**config.mk**
```make
export PLATFORM = sky130hd
export DESIGN_NAME = can_ascii_frame_parser_flat
export DESIGN_NICKNAME = d
export VERILOG_FILES = /design/src/design/cafp_pkg.sv /design/src/design/cafp_if.sv /design/src/design/can_ascii_frame_parser.sv /design/src/design/cafp_front.sv /design/src/design/cafp_queue.sv /design/src/design/cafp_back.sv /design/src/flat_wrapper.sv
export SDC_FILE = /design/constraint.sdc
export NUM_CORES = 1
export LEC_CHECK = 0
export CAP_MARGIN = 25
export CORE_MARGIN = 2
export CORE_UTILIZATION = 30
export DETAILED_ROUTE_END_ITERATION = 7
export DONT_BUFFER_PORTS = 1
export HOLD_SLACK_MARGIN = 0.1
export PLACE_DENSITY = 0.49
export SYNTH_ARGS = -nofsm -noshare
export SYNTH_HDL_FRONTEND = slang
export SYNTH_SLANG_ARGS = --single-unit
```
**constraint.sdc**
```tcl
create_clock -name clk -period 11 [get_ports clk]
set_input_delay 0.55 -clock clk [delete_from_list [all_inputs] [get_ports clk]]
set_output_delay 0.55 -clock clk [all_outputs]
set_load 0.01 [all_outputs]
```
**src/design/cafp_pkg.sv**
```systemverilog
// ----------------------------------------------------------------------------
// cafp_pkg
// Shared types and constants of the ASCII CAN frame parser.
// ----------------------------------------------------------------------------
package cafp_pkg;

    localparam int unsigned DEFAULT_MAX_DATA_BYTES = 8;
    localparam int unsigned OUT_BYTES              = 8;
    localparam int unsigned OUT_DATA_BITS          = OUT_BYTES * 8;
    localparam int unsigned ID_BITS                = 32;
    localparam int unsigned ID_DIGITS_MAX          = 8;
    localparam int unsigned ID_CNT_W               = 4;
    localparam int unsigned NIB_CNT_W              = 5;
    localparam int unsigned COUNT_W                = 4;
    localparam int unsigned QUEUE_DEPTH            = 2;

    localparam logic [7:0] CHAR_COLON = 8'h3A;
    localparam logic [7:0] CHAR_X     = 8'h58;
    localparam logic [7:0] CHAR_N     = 8'h4E;
    localparam logic [7:0] CHAR_SEMI  = 8'h3B;

    localparam logic [1:0] STATUS_GOOD    = 2'd0;
    localparam logic [1:0] STATUS_ID_LEN  = 2'd1;
    localparam logic [1:0] STATUS_DATA_LEN = 2'd2;
    localparam logic [1:0] STATUS_BAD_CHAR = 2'd3;

    typedef enum logic [2:0] {
        CLS_COLON,
        CLS_X,
        CLS_N,
        CLS_SEMI,
        CLS_HEX,
        CLS_OTHER
    } char_class_t;

    typedef struct packed {
        char_class_t cls;
        logic [3:0]  hex;
    } cafp_word_t;

endpackage

```
**src/design/cafp_if.sv**
```systemverilog
// ----------------------------------------------------------------------------
// cafp_if
// Valid/ready channels of the ASCII CAN frame parser.
// ----------------------------------------------------------------------------
interface cafp_char_if;
    logic       valid;
    logic       ready;
    logic [7:0] char_code;

    modport source (output valid, output char_code, input ready);
    modport sink (input valid, input char_code, output ready);
endinterface

interface cafp_frame_if;
    logic        valid;
    logic        ready;
    logic [1:0]  status;
    logic [31:0] frame_id;
    logic [3:0]  data_count;
    logic [7:0]  byte0;
    logic [7:0]  byte1;
    logic [7:0]  byte2;
    logic [7:0]  byte3;
    logic [7:0]  byte4;
    logic [7:0]  byte5;
    logic [7:0]  byte6;
    logic [7:0]  byte7;

    modport source (
        output valid, output status, output frame_id, output data_count,
        output byte0, output byte1, output byte2, output byte3,
        output byte4, output byte5, output byte6, output byte7,
        input ready
    );
    modport sink (
        input valid, input status, input frame_id, input data_count,
        input byte0, input byte1, input byte2, input byte3,
        input byte4, input byte5, input byte6, input byte7,
        output ready
    );
endinterface

```
**src/design/can_ascii_frame_parser.sv**
```systemverilog
// ----------------------------------------------------------------------------
// can_ascii_frame_parser
// Recognizes ASCII CAN frames and delivers the decoded id and data bytes.
// ----------------------------------------------------------------------------
// Usage:
// char_in carries one character per word. frame_out carries one result word
// for each frame closed by a semicolon after the N marker: status, id, byte
// count and eight data bytes, absent bytes zero. Error results carry zeros.
// A colon restarts the frame at any point; other text outside a frame and
// frames closed before the N marker give no result.
// The block accepts one character per cycle while char_in.ready is high. A
// character passes the classifier into a two-word queue and is consumed
// from it by the frame sequencer, which registers the result word when it
// consumes the closing semicolon.
// Reset clears the queue, the sequencer (hunting for a colon) and the
// result valid flag. When the receiver stalls, the result is held; the
// sequencer keeps consuming characters that do not close a frame, and the
// queue fills and drops char_in.ready only when a second result is waiting.
// ----------------------------------------------------------------------------
module can_ascii_frame_parser #(
    parameter int unsigned MAX_DATA_BYTES = cafp_pkg::DEFAULT_MAX_DATA_BYTES
) (
    input  logic          clk,
    input  logic          rst_n,
    cafp_char_if.sink     char_in,
    cafp_frame_if.source  frame_out
);
    import cafp_pkg::*;

    cafp_word_t front_word;
    cafp_word_t head_word;
    logic       push;
    logic       pop;
    logic       queue_full;
    logic       queue_not_empty;

    cafp_front u_front (
        .char_in    (char_in),
        .queue_full (queue_full),
        .push       (push),
        .word       (front_word)
    );

    cafp_queue u_queue (
        .clk       (clk),
        .rst_n     (rst_n),
        .push      (push),
        .push_word (front_word),
        .pop       (pop),
        .head_word (head_word),
        .not_empty (queue_not_empty),
        .full      (queue_full)
    );

    cafp_back #(
        .MAX_DATA_BYTES (MAX_DATA_BYTES)
    ) u_back (
        .clk        (clk),
        .rst_n      (rst_n),
        .word       (head_word),
        .word_valid (queue_not_empty),
        .word_pop   (pop),
        .frame_out  (frame_out)
    );

endmodule

```
**src/design/cafp_front.sv**
```systemverilog
// ----------------------------------------------------------------------------
// cafp_front
// Accepts characters and classifies each one for the frame sequencer.
// ----------------------------------------------------------------------------
module cafp_front (
    cafp_char_if.sink          char_in,
    input  logic               queue_full,
    output logic               push,
    output cafp_pkg::cafp_word_t word
);
    import cafp_pkg::*;

    logic [7:0] c;

    assign c             = char_in.char_code;
    assign char_in.ready = !queue_full;
    assign push          = char_in.valid && !queue_full;

    always_comb
    begin
        word.hex = 4'd0;
        if (c == CHAR_COLON)
        begin
            word.cls = CLS_COLON;
        end
        else if (c == CHAR_X)
        begin
            word.cls = CLS_X;
        end
        else if (c == CHAR_N)
        begin
            word.cls = CLS_N;
        end
        else if (c == CHAR_SEMI)
        begin
            word.cls = CLS_SEMI;
        end
        else if (c >= 8'h30 && c <= 8'h39)
        begin
            word.cls = CLS_HEX;
            word.hex = c[3:0];
        end
        else if (c >= 8'h41 && c <= 8'h46)
        begin
            word.cls = CLS_HEX;
            word.hex = c[3:0] + 4'd9;
        end
        else
        begin
            word.cls = CLS_OTHER;
        end
    end

endmodule

```
**src/design/cafp_queue.sv**
```systemverilog
// ----------------------------------------------------------------------------
// cafp_queue
// Short queue of classified words between the front and the sequencer.
// ----------------------------------------------------------------------------
module cafp_queue (
    input  logic                 clk,
    input  logic                 rst_n,
    input  logic                 push,
    input  cafp_pkg::cafp_word_t push_word,
    input  logic                 pop,
    output cafp_pkg::cafp_word_t head_word,
    output logic                 not_empty,
    output logic                 full
);
    import cafp_pkg::*;

    localparam int unsigned PTR_W = (QUEUE_DEPTH > 1) ? $clog2(QUEUE_DEPTH) : 1;
    localparam int unsigned CNT_W = $clog2(QUEUE_DEPTH + 1);
    localparam logic [PTR_W-1:0] LAST_PTR = PTR_W'(QUEUE_DEPTH - 1);
    localparam logic [CNT_W-1:0] DEPTH_CNT = CNT_W'(QUEUE_DEPTH);

    cafp_word_t       mem [QUEUE_DEPTH];
    logic [PTR_W-1:0] wr_ptr_reg;
    logic [PTR_W-1:0] wr_ptr_next;
    logic [PTR_W-1:0] rd_ptr_reg;
    logic [PTR_W-1:0] rd_ptr_next;
    logic [CNT_W-1:0] count_reg;
    logic [CNT_W-1:0] count_next;

    assign full      = (count_reg == DEPTH_CNT);
    assign not_empty = (count_reg != '0);
    assign head_word = mem[rd_ptr_reg];

    always_comb
    begin
        wr_ptr_next = wr_ptr_reg;
        rd_ptr_next = rd_ptr_reg;
        count_next  = count_reg;
        if (push)
        begin
            wr_ptr_next = (wr_ptr_reg == LAST_PTR) ? '0 : wr_ptr_reg + 1'b1;
        end
        if (pop)
        begin
            rd_ptr_next = (rd_ptr_reg == LAST_PTR) ? '0 : rd_ptr_reg + 1'b1;
        end
        if (push && !pop)
        begin
            count_next = count_reg + 1'b1;
        end
        else if (pop && !push)
        begin
            count_next = count_reg - 1'b1;
        end
    end

    always_ff @(posedge clk or negedge rst_n)
    begin
        if (!rst_n)
        begin
            wr_ptr_reg <= '0;
            rd_ptr_reg <= '0;
            count_reg  <= '0;
        end
        else
        begin
            wr_ptr_reg <= wr_ptr_next;
            rd_ptr_reg <= rd_ptr_next;
            count_reg  <= count_next;
        end
    end

    always_ff @(posedge clk)
    begin
        if (push)
        begin
            mem[wr_ptr_reg] <= push_word;
        end
    end

`ifndef ASSERT_OFF
    a_count_bound: assert property (@(posedge clk) disable iff (!rst_n)
        count_reg <= DEPTH_CNT)
        else $error("queue count exceeds depth");
    a_no_underflow: assert property (@(posedge clk) disable iff (!rst_n)
        pop |-> count_reg != '0)
        else $error("pop from empty queue");
    a_push_grows: assert property (@(posedge clk) disable iff (!rst_n)
        (push && !pop) |=> count_reg == $past(count_reg) + 1'b1)
        else $error("queue count did not grow on push");
`endif

endmodule

```
**src/design/cafp_back.sv**
```systemverilog
// ----------------------------------------------------------------------------
// cafp_back
// Frame sequencer: accumulates id and data, and registers the result word.
// ----------------------------------------------------------------------------
module cafp_back #(
    parameter int unsigned MAX_DATA_BYTES = cafp_pkg::DEFAULT_MAX_DATA_BYTES
) (
    input  logic                 clk,
    input  logic                 rst_n,
    input  cafp_pkg::cafp_word_t word,
    input  logic                 word_valid,
    output logic                 word_pop,
    cafp_frame_if.source         frame_out
);
    import cafp_pkg::*;

    localparam int unsigned DATA_BITS = MAX_DATA_BYTES * 8;
    localparam logic [NIB_CNT_W-1:0] NIB_LIMIT = NIB_CNT_W'(2 * MAX_DATA_BYTES);
    localparam logic [ID_CNT_W-1:0] ID_MAX = ID_CNT_W'(ID_DIGITS_MAX);
    localparam logic [ID_CNT_W-1:0] ID_SAT = ID_CNT_W'(ID_DIGITS_MAX + 1);

    localparam logic [1:0] PH_HUNT = 2'd0;
    localparam logic [1:0] PH_X    = 2'd1;
    localparam logic [1:0] PH_ID   = 2'd2;
    localparam logic [1:0] PH_DATA = 2'd3;

    logic [1:0]           phase_reg;
    logic [1:0]           phase_next;
    logic [ID_BITS-1:0]   id_acc_reg;
    logic [ID_BITS-1:0]   id_acc_next;
    logic [ID_CNT_W-1:0]  id_cnt_reg;
    logic [ID_CNT_W-1:0]  id_cnt_next;
    logic [NIB_CNT_W-1:0] nib_cnt_reg;
    logic [NIB_CNT_W-1:0] nib_cnt_next;
    logic [DATA_BITS-1:0] store_reg;
    logic [DATA_BITS-1:0] store_next;
    logic                 bad_reg;
    logic                 bad_next;

    logic                     out_valid_reg;
    logic [1:0]               status_reg;
    logic [1:0]               status_next;
    logic [ID_BITS-1:0]       id_out_reg;
    logic [COUNT_W-1:0]       count_out_reg;
    logic [OUT_DATA_BITS-1:0] bytes_out_reg;
    logic                     emit;

    assign emit     = (phase_reg == PH_DATA) && (word.cls == CLS_SEMI);
    assign word_pop = word_valid && (!emit || !out_valid_reg || frame_out.ready);

    always_comb
    begin
        if (id_cnt_reg == '0 || id_cnt_reg > ID_MAX)
        begin
            status_next = STATUS_ID_LEN;
        end
        else if (nib_cnt_reg > NIB_LIMIT || nib_cnt_reg[0])
        begin
            status_next = STATUS_DATA_LEN;
        end
        else if (bad_reg)
        begin
            status_next = STATUS_BAD_CHAR;
        end
        else
        begin
            status_next = STATUS_GOOD;
        end
    end

    always_comb
    begin
        phase_next   = phase_reg;
        id_acc_next  = id_acc_reg;
        id_cnt_next  = id_cnt_reg;
        nib_cnt_next = nib_cnt_reg;
        store_next   = store_reg;
        bad_next     = bad_reg;
        if (word.cls == CLS_COLON)
        begin
            phase_next   = PH_X;
            id_acc_next  = '0;
            id_cnt_next  = '0;
            nib_cnt_next = '0;
            store_next   = '0;
            bad_next     = 1'b0;
        end
        else
        begin
            unique case (phase_reg)
                PH_HUNT:
                begin
                end
                PH_X:
                begin
                    phase_next = (word.cls == CLS_X) ? PH_ID : PH_HUNT;
                end
                PH_ID:
                begin
                    if (word.cls == CLS_N)
                    begin
                        phase_next = PH_DATA;
                    end
                    else if (word.cls == CLS_SEMI)
                    begin
                        phase_next   = PH_HUNT;
                        id_acc_next  = '0;
                        id_cnt_next  = '0;
                        nib_cnt_next = '0;
                        store_next   = '0;
                        bad_next     = 1'b0;
                    end
                    else
                    begin
                        if (word.cls != CLS_HEX)
                        begin
                            bad_next = 1'b1;
                        end
                        else if (id_cnt_reg < ID_MAX)
                        begin
                            id_acc_next = {id_acc_reg[ID_BITS-5:0], word.hex};
                        end
                        if (id_cnt_reg < ID_SAT)
                        begin
                            id_cnt_next = id_cnt_reg + 1'b1;
                        end
                    end
                end
                PH_DATA:
                begin
                    if (word.cls == CLS_SEMI)
                    begin
                        phase_next   = PH_HUNT;
                        id_acc_next  = '0;
                        id_cnt_next  = '0;
                        nib_cnt_next = '0;
                        store_next   = '0;
                        bad_next     = 1'b0;
                    end
                    else
                    begin
                        if (word.cls != CLS_HEX)
                        begin
                            bad_next = 1'b1;
                        end
                        else if (nib_cnt_reg < NIB_LIMIT)
                        begin
                            for (int b = 0; b < MAX_DATA_BYTES; b++)
                            begin
                                if (nib_cnt_reg[NIB_CNT_W-1:1] == (NIB_CNT_W-1)'(b))
                                begin
                                    if (nib_cnt_reg[0])
                                    begin
                                        store_next[b*8 +: 4] = word.hex;
                                    end
                                    else
                                    begin
                                        store_next[b*8+4 +: 4] = word.hex;
                                    end
                                end
                            end
                        end
                        if (nib_cnt_reg <= NIB_LIMIT)
                        begin
                            nib_cnt_next = nib_cnt_reg + 1'b1;
                        end
                    end
                end
                default:
                begin
                    phase_next = PH_HUNT;
                end
            endcase
        end
    end

    always_ff @(posedge clk or negedge rst_n)
    begin
        if (!rst_n)
        begin
            phase_reg     <= PH_HUNT;
            id_acc_reg    <= '0;
            id_cnt_reg    <= '0;
            nib_cnt_reg   <= '0;
            store_reg     <= '0;
            bad_reg       <= 1'b0;
            out_valid_reg <= 1'b0;
        end
        else
        begin
            if (word_pop)
            begin
                phase_reg   <= phase_next;
                id_acc_reg  <= id_acc_next;
                id_cnt_reg  <= id_cnt_next;
                nib_cnt_reg <= nib_cnt_next;
                store_reg   <= store_next;
                bad_reg     <= bad_next;
            end
            if (word_pop && emit)
            begin
                out_valid_reg <= 1'b1;
            end
            else if (frame_out.ready)
            begin
                out_valid_reg <= 1'b0;
            end
        end
    end

    always_ff @(posedge clk)
    begin
        if (word_pop && emit)
        begin
            status_reg <= status_next;
            if (status_next == STATUS_GOOD)
            begin
                id_out_reg    <= id_acc_reg;
                count_out_reg <= nib_cnt_reg[COUNT_W:1];
                bytes_out_reg <= OUT_DATA_BITS'(store_reg);
            end
            else
            begin
                id_out_reg    <= '0;
                count_out_reg <= '0;
                bytes_out_reg <= '0;
            end
        end
    end

    assign frame_out.valid      = out_valid_reg;
    assign frame_out.status     = status_reg;
    assign frame_out.frame_id   = id_out_reg;
    assign frame_out.data_count = count_out_reg;
    assign frame_out.byte0      = bytes_out_reg[7:0];
    assign frame_out.byte1      = bytes_out_reg[15:8];
    assign frame_out.byte2      = bytes_out_reg[23:16];
    assign frame_out.byte3      = bytes_out_reg[31:24];
    assign frame_out.byte4      = bytes_out_reg[39:32];
    assign frame_out.byte5      = bytes_out_reg[47:40];
    assign frame_out.byte6      = bytes_out_reg[55:48];
    assign frame_out.byte7      = bytes_out_reg[63:56];

`ifndef ASSERT_OFF
    a_no_overwrite: assert property (@(posedge clk) disable iff (!rst_n)
        (word_pop && emit) |-> (!out_valid_reg || frame_out.ready))
        else $error("result word overwritten before it was taken");
    a_error_zeroed: assert property (@(posedge clk) disable iff (!rst_n)
        (out_valid_reg && status_reg != STATUS_GOOD) |->
        (id_out_reg == '0 && count_out_reg == '0 && bytes_out_reg == '0))
        else $error("error result carries payload");
    a_count_bound: assert property (@(posedge clk) disable iff (!rst_n)
        out_valid_reg |-> count_out_reg <= COUNT_W'(MAX_DATA_BYTES))
        else $error("data count exceeds maximum");
`endif

endmodule

```
**src/flat_wrapper.sv**
```systemverilog
// flat-port wrapper written by rule: the top's interface ports become plain ports
module can_ascii_frame_parser_flat import cafp_pkg::*;
#(
    parameter int unsigned MAX_DATA_BYTES = cafp_pkg::DEFAULT_MAX_DATA_BYTES
)
  (clk, rst_n, char_in_valid, char_in_char_code, char_in_ready, frame_out_valid, frame_out_status, frame_out_frame_id, frame_out_data_count, frame_out_byte0, frame_out_byte1, frame_out_byte2, frame_out_byte3, frame_out_byte4, frame_out_byte5, frame_out_byte6, frame_out_byte7, frame_out_ready);
  cafp_char_if char_in_i ();
  cafp_frame_if frame_out_i ();
  input  logic clk;
  input  logic rst_n;
  input wire logic [$bits(char_in_i.valid)-1:0] char_in_valid;
  input wire logic [$bits(char_in_i.char_code)-1:0] char_in_char_code;
  output wire logic [$bits(char_in_i.ready)-1:0] char_in_ready;
  output wire logic [$bits(frame_out_i.valid)-1:0] frame_out_valid;
  output wire logic [$bits(frame_out_i.status)-1:0] frame_out_status;
  output wire logic [$bits(frame_out_i.frame_id)-1:0] frame_out_frame_id;
  output wire logic [$bits(frame_out_i.data_count)-1:0] frame_out_data_count;
  output wire logic [$bits(frame_out_i.byte0)-1:0] frame_out_byte0;
  output wire logic [$bits(frame_out_i.byte1)-1:0] frame_out_byte1;
  output wire logic [$bits(frame_out_i.byte2)-1:0] frame_out_byte2;
  output wire logic [$bits(frame_out_i.byte3)-1:0] frame_out_byte3;
  output wire logic [$bits(frame_out_i.byte4)-1:0] frame_out_byte4;
  output wire logic [$bits(frame_out_i.byte5)-1:0] frame_out_byte5;
  output wire logic [$bits(frame_out_i.byte6)-1:0] frame_out_byte6;
  output wire logic [$bits(frame_out_i.byte7)-1:0] frame_out_byte7;
  input wire logic [$bits(frame_out_i.ready)-1:0] frame_out_ready;
  assign char_in_i.valid = char_in_valid;
  assign char_in_i.char_code = char_in_char_code;
  assign char_in_ready = char_in_i.ready;
  assign frame_out_valid = frame_out_i.valid;
  assign frame_out_status = frame_out_i.status;
  assign frame_out_frame_id = frame_out_i.frame_id;
  assign frame_out_data_count = frame_out_i.data_count;
  assign frame_out_byte0 = frame_out_i.byte0;
  assign frame_out_byte1 = frame_out_i.byte1;
  assign frame_out_byte2 = frame_out_i.byte2;
  assign frame_out_byte3 = frame_out_i.byte3;
  assign frame_out_byte4 = frame_out_i.byte4;
  assign frame_out_byte5 = frame_out_i.byte5;
  assign frame_out_byte6 = frame_out_i.byte6;
  assign frame_out_byte7 = frame_out_i.byte7;
  assign frame_out_i.ready = frame_out_ready;
  can_ascii_frame_parser #(.MAX_DATA_BYTES(MAX_DATA_BYTES)) u_core (.clk(clk), .rst_n(rst_n), .char_in(char_in_i), .frame_out(frame_out_i));
endmodule
```
Word level (Yosys, flattened, before mapping)
Memories as Yosys holds them, arrays and structs flattened.
Index checks and enable logic that the tools add are counted.

word-level totals
  flip-flop bits (word level) = 215
  latch bits = 0
  memory bits (writable) = 14
  bits in read-only memories = 0
  bits of input ports = 12
  output and inout bits = 104
  word-level logic and storage cells = 200
  memories = 1

operators by class
  add/subtract/negate cells = 7
  $mul = 0
  divide/modulo/power cells = 0
  magnitude comparators = 10
  equal/unequal tests = 38
  shifts and indexed selects = 0
  mux-type cells = 68
  bitwise operators = 0
  reductions and logical operators = 47

memory list
  name                depth  width  rd ports  clocked after Yosys merged registers in  wr ports  RTL line          source
  u_core.u_queue.mem  2      7      1         0                                        1         cafp_queue.sv:22  cafp_word_t mem [QUEUE_DEPTH];

operator list
  kind                                                                              number
  64-bit two-way mux                                                                6
  32-bit two-way mux                                                                6
  64-bit case mux with 2 select lines                                               1
  8-bit AND reduction                                                               16
  8-bit two-way mux                                                                 8
  32-bit case mux with 2 select lines                                               1
  4-bit two-way mux                                                                 12
  4-bit by 1-bit != test with 1-bit output, second input constant                   10
  5-bit two-way mux                                                                 5
  2-bit two-way mux                                                                 9
  4-bit by 3-bit equality test with 1-bit output, second input constant             4
  8-bit by 6-bit equality test with 1-bit output, second input constant             2
  8-bit by 7-bit equality test with 1-bit output, second input constant             2
  4-bit != test, second input constant                                              4
  3-bit two-way mux                                                                 4
  1-bit two-way mux                                                                 11
  5-bit case mux with 2 select lines                                                1
  5-bit AND reduction                                                               2
  3-bit != test, second input constant                                              3
  4-bit by 2-bit equality test with 1-bit output, second input constant             2
  8-bit by 6-bit >= comparator with 1-bit output, second input constant             1
  8-bit by 7-bit >= comparator with 1-bit output, second input constant             1
  8-bit by 6-bit less-or-equal comparator with 1-bit output, second input constant  1
  8-bit by 7-bit less-or-equal comparator with 1-bit output, second input constant  1
  34 further kinds                                                                  57

Depth between registers and ports, before layout
An unclocked memory read counts as a cell.

  depth in word-level cells = 10
  depth in mapped cells = 9
  depth with buffers taken out = 8

Cells and area by module
Synthesis repeated with hierarchy kept, for this count alone.

unflattened totals
  cell total of the unflattened synthesis = 674
  area total of the unflattened synthesis = 9505.4 µm²

modules (own cells, without submodules)
  module      times used  cells an instance  area an instance (µm²)  sequential area each (µm²)
  cafp_back   1           587                8449.4                  5790.6
  cafp_queue  1           38                 701.9                   520.5
  cafp_front  1           49                 354.1                   0.0

Worst setup path after synthesis
OpenSTA, ideal clock, no wires.

  path kind = register -> register
  start point = reg u_core.u_back.phase_reg[1]
  end point = reg u_core.u_back.bytes_out_reg[0] (enable)
  setup time = 564 ps
  data arrival time = 5563 ps
  required time = 10436 ps
  path slack = 4873 ps
  cell stages (with the launch flop) = 6
  buffers on the path = 2
  clock period less this slack = 6127 ps
  cell sequence = dfrtp_1 -> ha_1 -> clkbuf_1 -> buf_1 -> nand2_1 -> nor2_1

on the way
  cells in the longest elaborated chain, start to end = 7

ends and longest elaborated chain
  element                        RTL line          source
  from (decl)                    cafp_back.sv:27   logic [1:0] phase_reg;
  from (signal assigned)         cafp_back.sv:193  phase_reg <= phase_next;
  2-bit equality test *          cafp_back.sv:48   assign emit = (phase_reg == PH_DATA) && (word.cls == CLS_SEMI);
  1-bit logical AND *            cafp_back.sv:48
  1-bit logical NOT              cafp_back.sv:49   assign word_pop = word_valid && (!emit || !out_valid_reg || frame_out.ready);
  1-bit logical OR (2 in a row)  cafp_back.sv:49
  1-bit logical AND              cafp_back.sv:49
  1-bit logical AND *            cafp_back.sv:213  if (word_pop && emit)
  to (signal assigned)           cafp_back.sv:220  bytes_out_reg <= OUT_DATA_BITS'(store_reg);
  to (decl)                      cafp_back.sv:45   logic [OUT_DATA_BITS-1:0] bytes_out_reg;

Mark *: on every way between the ends. The rest lies on a longest branch, timed or not.
A chain may end at the register's enable or synchronous reset.

Worst setup path after layout
  start point = reg u_core.u_back.phase_reg[0]
  end point = reg u_core.u_back.id_acc_reg[9]

on the way
  cells in the longest elaborated chain, start to end = 7
  elaborated cells on any way between the ends = 15
  classes of those cells = eq/ne: 6; mux: 2; reduce/logical: 7

ends and longest elaborated chain
  element                               RTL line                          source
  2-bit equality test                   cafp_back.sv:48, cafp_back.sv:90
  1-bit logical AND                     cafp_back.sv:48
  1-bit logical NOT                     cafp_back.sv:49
  1-bit logical OR (2 in a row)         cafp_back.sv:49
  1-bit logical AND                     cafp_back.sv:49
  6-bit AND reduction (no source line)  -
  to (signal assigned)                  cafp_back.sv:194                  id_acc_reg <= id_acc_next;
  to (decl)                             cafp_back.sv:29                   logic [ID_BITS-1:0] id_acc_reg;

Several ways; a longest one is shown, not always the timed one.

==> run metrics <==
outcome finished, final reports clean; critical path's largest stage delay 670 ps; Post-synth EDFFs around 120; worst hold path class in -> reg; crit path max-delay cell type ha_1; clock-pin slew on the worst setup and hold paths 60 ps; First-pass DRT Iterations 4; Buf/Inv on CP 4; Die H approximately 180 µm; placed inst area roughly 0.010 mm²; max-slew violation count 0; gpl congestion between 0.7 and 0.8; placed cells 1,163; Filler Cells Inserted approximately 3.2k; crit path cell chain inv_1, ha_1, inv_2, o311a_1, a211oi_4, buf_4, o21ai_4, buf_4, mux2_1; floorplan core area ~0.032 mm²; Synth top cells by count edfxtp_1 (116), dfrtp_1 (113), and2_1 (101), nor2_1 (54); sequential area share after synthesis 64.4%; Stages on worst setup path 9; initial antenna violation count 0; Tmin final 3400 ps; Worst Path Arrival between 3000 and 4000 ps; Via Count roughly 5.7k; Starting Density 30.3%; Layout area overhead 14.0%; mapped cell area approximately 0.01 mm²; cts repair resizes 0; kind of cell adding the most delay to the critical path compound AO/OA/AOI/OAI gates; Worst Skew 18.7 ps; clock sink count 229; Post-Synthesis Cells 747; syn_nets 770; number of max-cap violations 0; Remaining DRCs 0; Crit path top cell by count buf_4; CTS Buffer Depth 3; Synth Warn # 0; I/O pins ~120; nets a little under 800; critical setup path kind reg -> reg; Rel. slew slack 40.2%; Via-to-Cell Ratio 4.66; biggest area consumer among synthesized cells edfxtp_1; die width 185 µm; number of port buffers 0; first-pass GRT wire length around 34,000 µm; CTS buffer count 26; CTS tree built; root buffer cell clkbuf_16; Overflow after GRT 0; # rows 66; top-area cell type share of the netlist area about 36%; Critical Path End Type flop; top_reg_cell synth edfxtp_1; Antenna diodes 0; Critical Path Source Type flop; hpwl dp between 10,000 and 15,000 µm; Final setup viols 0; maximum clock rate 294 MHz; WL/cell 18.0 µm; Power per Cell Area ~230 mW/mm²; design area about 0.011 mm²; Worst-Margin Slew 897 ps; most numerous cell in the Yosys netlist edfxtp_1; Seq cells post-synth 229; Finished Layout Cells 1,213; largest net degree at the start of global routing around 110; Final period util between 30 and 40%; R2R depth 9; Setup TNS 0 ps; Req. time, crit path ~11,000 ps; Synth Area per Inst roughly 13 µm²; final hold vios 0; RSZ-0062 raised after global routing no; fraction of registers with async set or reset after synthesis between 40% and 50%; GRT Total Usage roughly an eighth; vias in the first global route approximately 5.8k; DIE AREA 0.0341 mm²; drt initial violations about 380; Synth area leaders edfxtp_1 (36%), dfrtp_1 (29%), and2_1 (6.4%); Leakage roughly 4.6 nW; Routed Antenna Nets 0; Peak supply drop 0.103 mV; Netlist cell types 68; routed wire length around 22,000 µm; clk_lat worst skew 520 ps; CP max FO 32; layout cell share with drive strength beyond 1 roughly 10%; H-Tree Depth 1; Min-Delay Path Depth 2
## placed cells by master, fill, tap and decap left out, types with 20 or more instances in the layout
cell type  count
a21oi_1       20
a22o_1        27
and2_1       101
clkbuf_16     27
dfrtp_1      113
edfxtp_1     116
inv_1         31
mux2_1        23
mux2i_1       24
nand2_1       31
nor2_1        53
o2bb2ai_1     24
## per-layer routing
layer	share of wire (%)	track usage [%]	vias to the layer above
met1	48	18.5	2785
met5	0	0	-
met2	45	19.4	122
met4	2.6	4.13	0
met3	4.9	2.73	34
li1	-	-	2712
## cell type report
class	instances	area (µm²)	share of cell area, %
clock inverters	14	139	1.24
flip-flops and latches	229	6310	56.5
clock buffers	34	702	6.28
well taps	442	553	4.95
multi-input cells	452	3250	29.1
inverters	32	120	1.07
repair buffers	10	97.6	0.873
## final timing paths
check | end | from | slack [ps]
setup / recovery | u_core.u_back.id_acc_reg[9]$_DFFE_PN0P_ | u_core.u_back.phase_reg[0]$_DFFE_PN0P_ | 7600
hold / removal | u_core.u_queue.wr_ptr_reg$_DFFE_PN0P_ | char_in_valid | 230
setup reg to reg | u_core.u_back.id_acc_reg[9]$_DFFE_PN0P_ | u_core.u_back.phase_reg[0]$_DFFE_PN0P_ | 7600
hold reg to reg | u_core.u_back.store_reg[19]$_DFFE_PN0P_ | u_core.u_back.store_reg[19]$_DFFE_PN0P_ | 490
max in group asynchronous | u_core.u_back.id_acc_reg[26]$_DFFE_PN0P_ | rst_n | 9870
min in group asynchronous | u_core.u_back.store_reg[38]$_DFFE_PN0P_ | rst_n | 600
## report_power, final
group | switching [mW] | internal [mW]
registers | 0.0857 | 0.999
clock network | 0.335 | 0.517
logic | 0.418 | 0.220
total | 0.839 | 1.74
## logic make-up after synthesis
| kind of cell | share of synthesized area, % |
|---|---|
| AOI/OAI and AO/OA | 10.4 |
| xor gates and xnor gates | 0.715 |
| adders and majority gates | 1.40 |
| buffers and inverters | 2.77 |
| DFF | 64.4 |
| muxes | 5.67 |
| and+or+nand+nor | 14.7 |
## through the flow
step                      utilization [%]  power [mW]  worst slack [ps]  hold WS [ps]
after floorplan                         -        1.56              4870           254
after global placement               31.8        1.74              7700           264
after detailed placement             31.8        1.74              7640           265
after CTS                            34.5        2.62              7610           201
after global routing                 34.5        2.73              7330           223
final                                34.5        2.57              7600           226
## repair_timing
action,in CTS,in global routing
hold endpoints to repair,113,0
buffers inserted,0,0
hold buffers,2,0
Note: power is estimated with default switching activity, not from simulation.
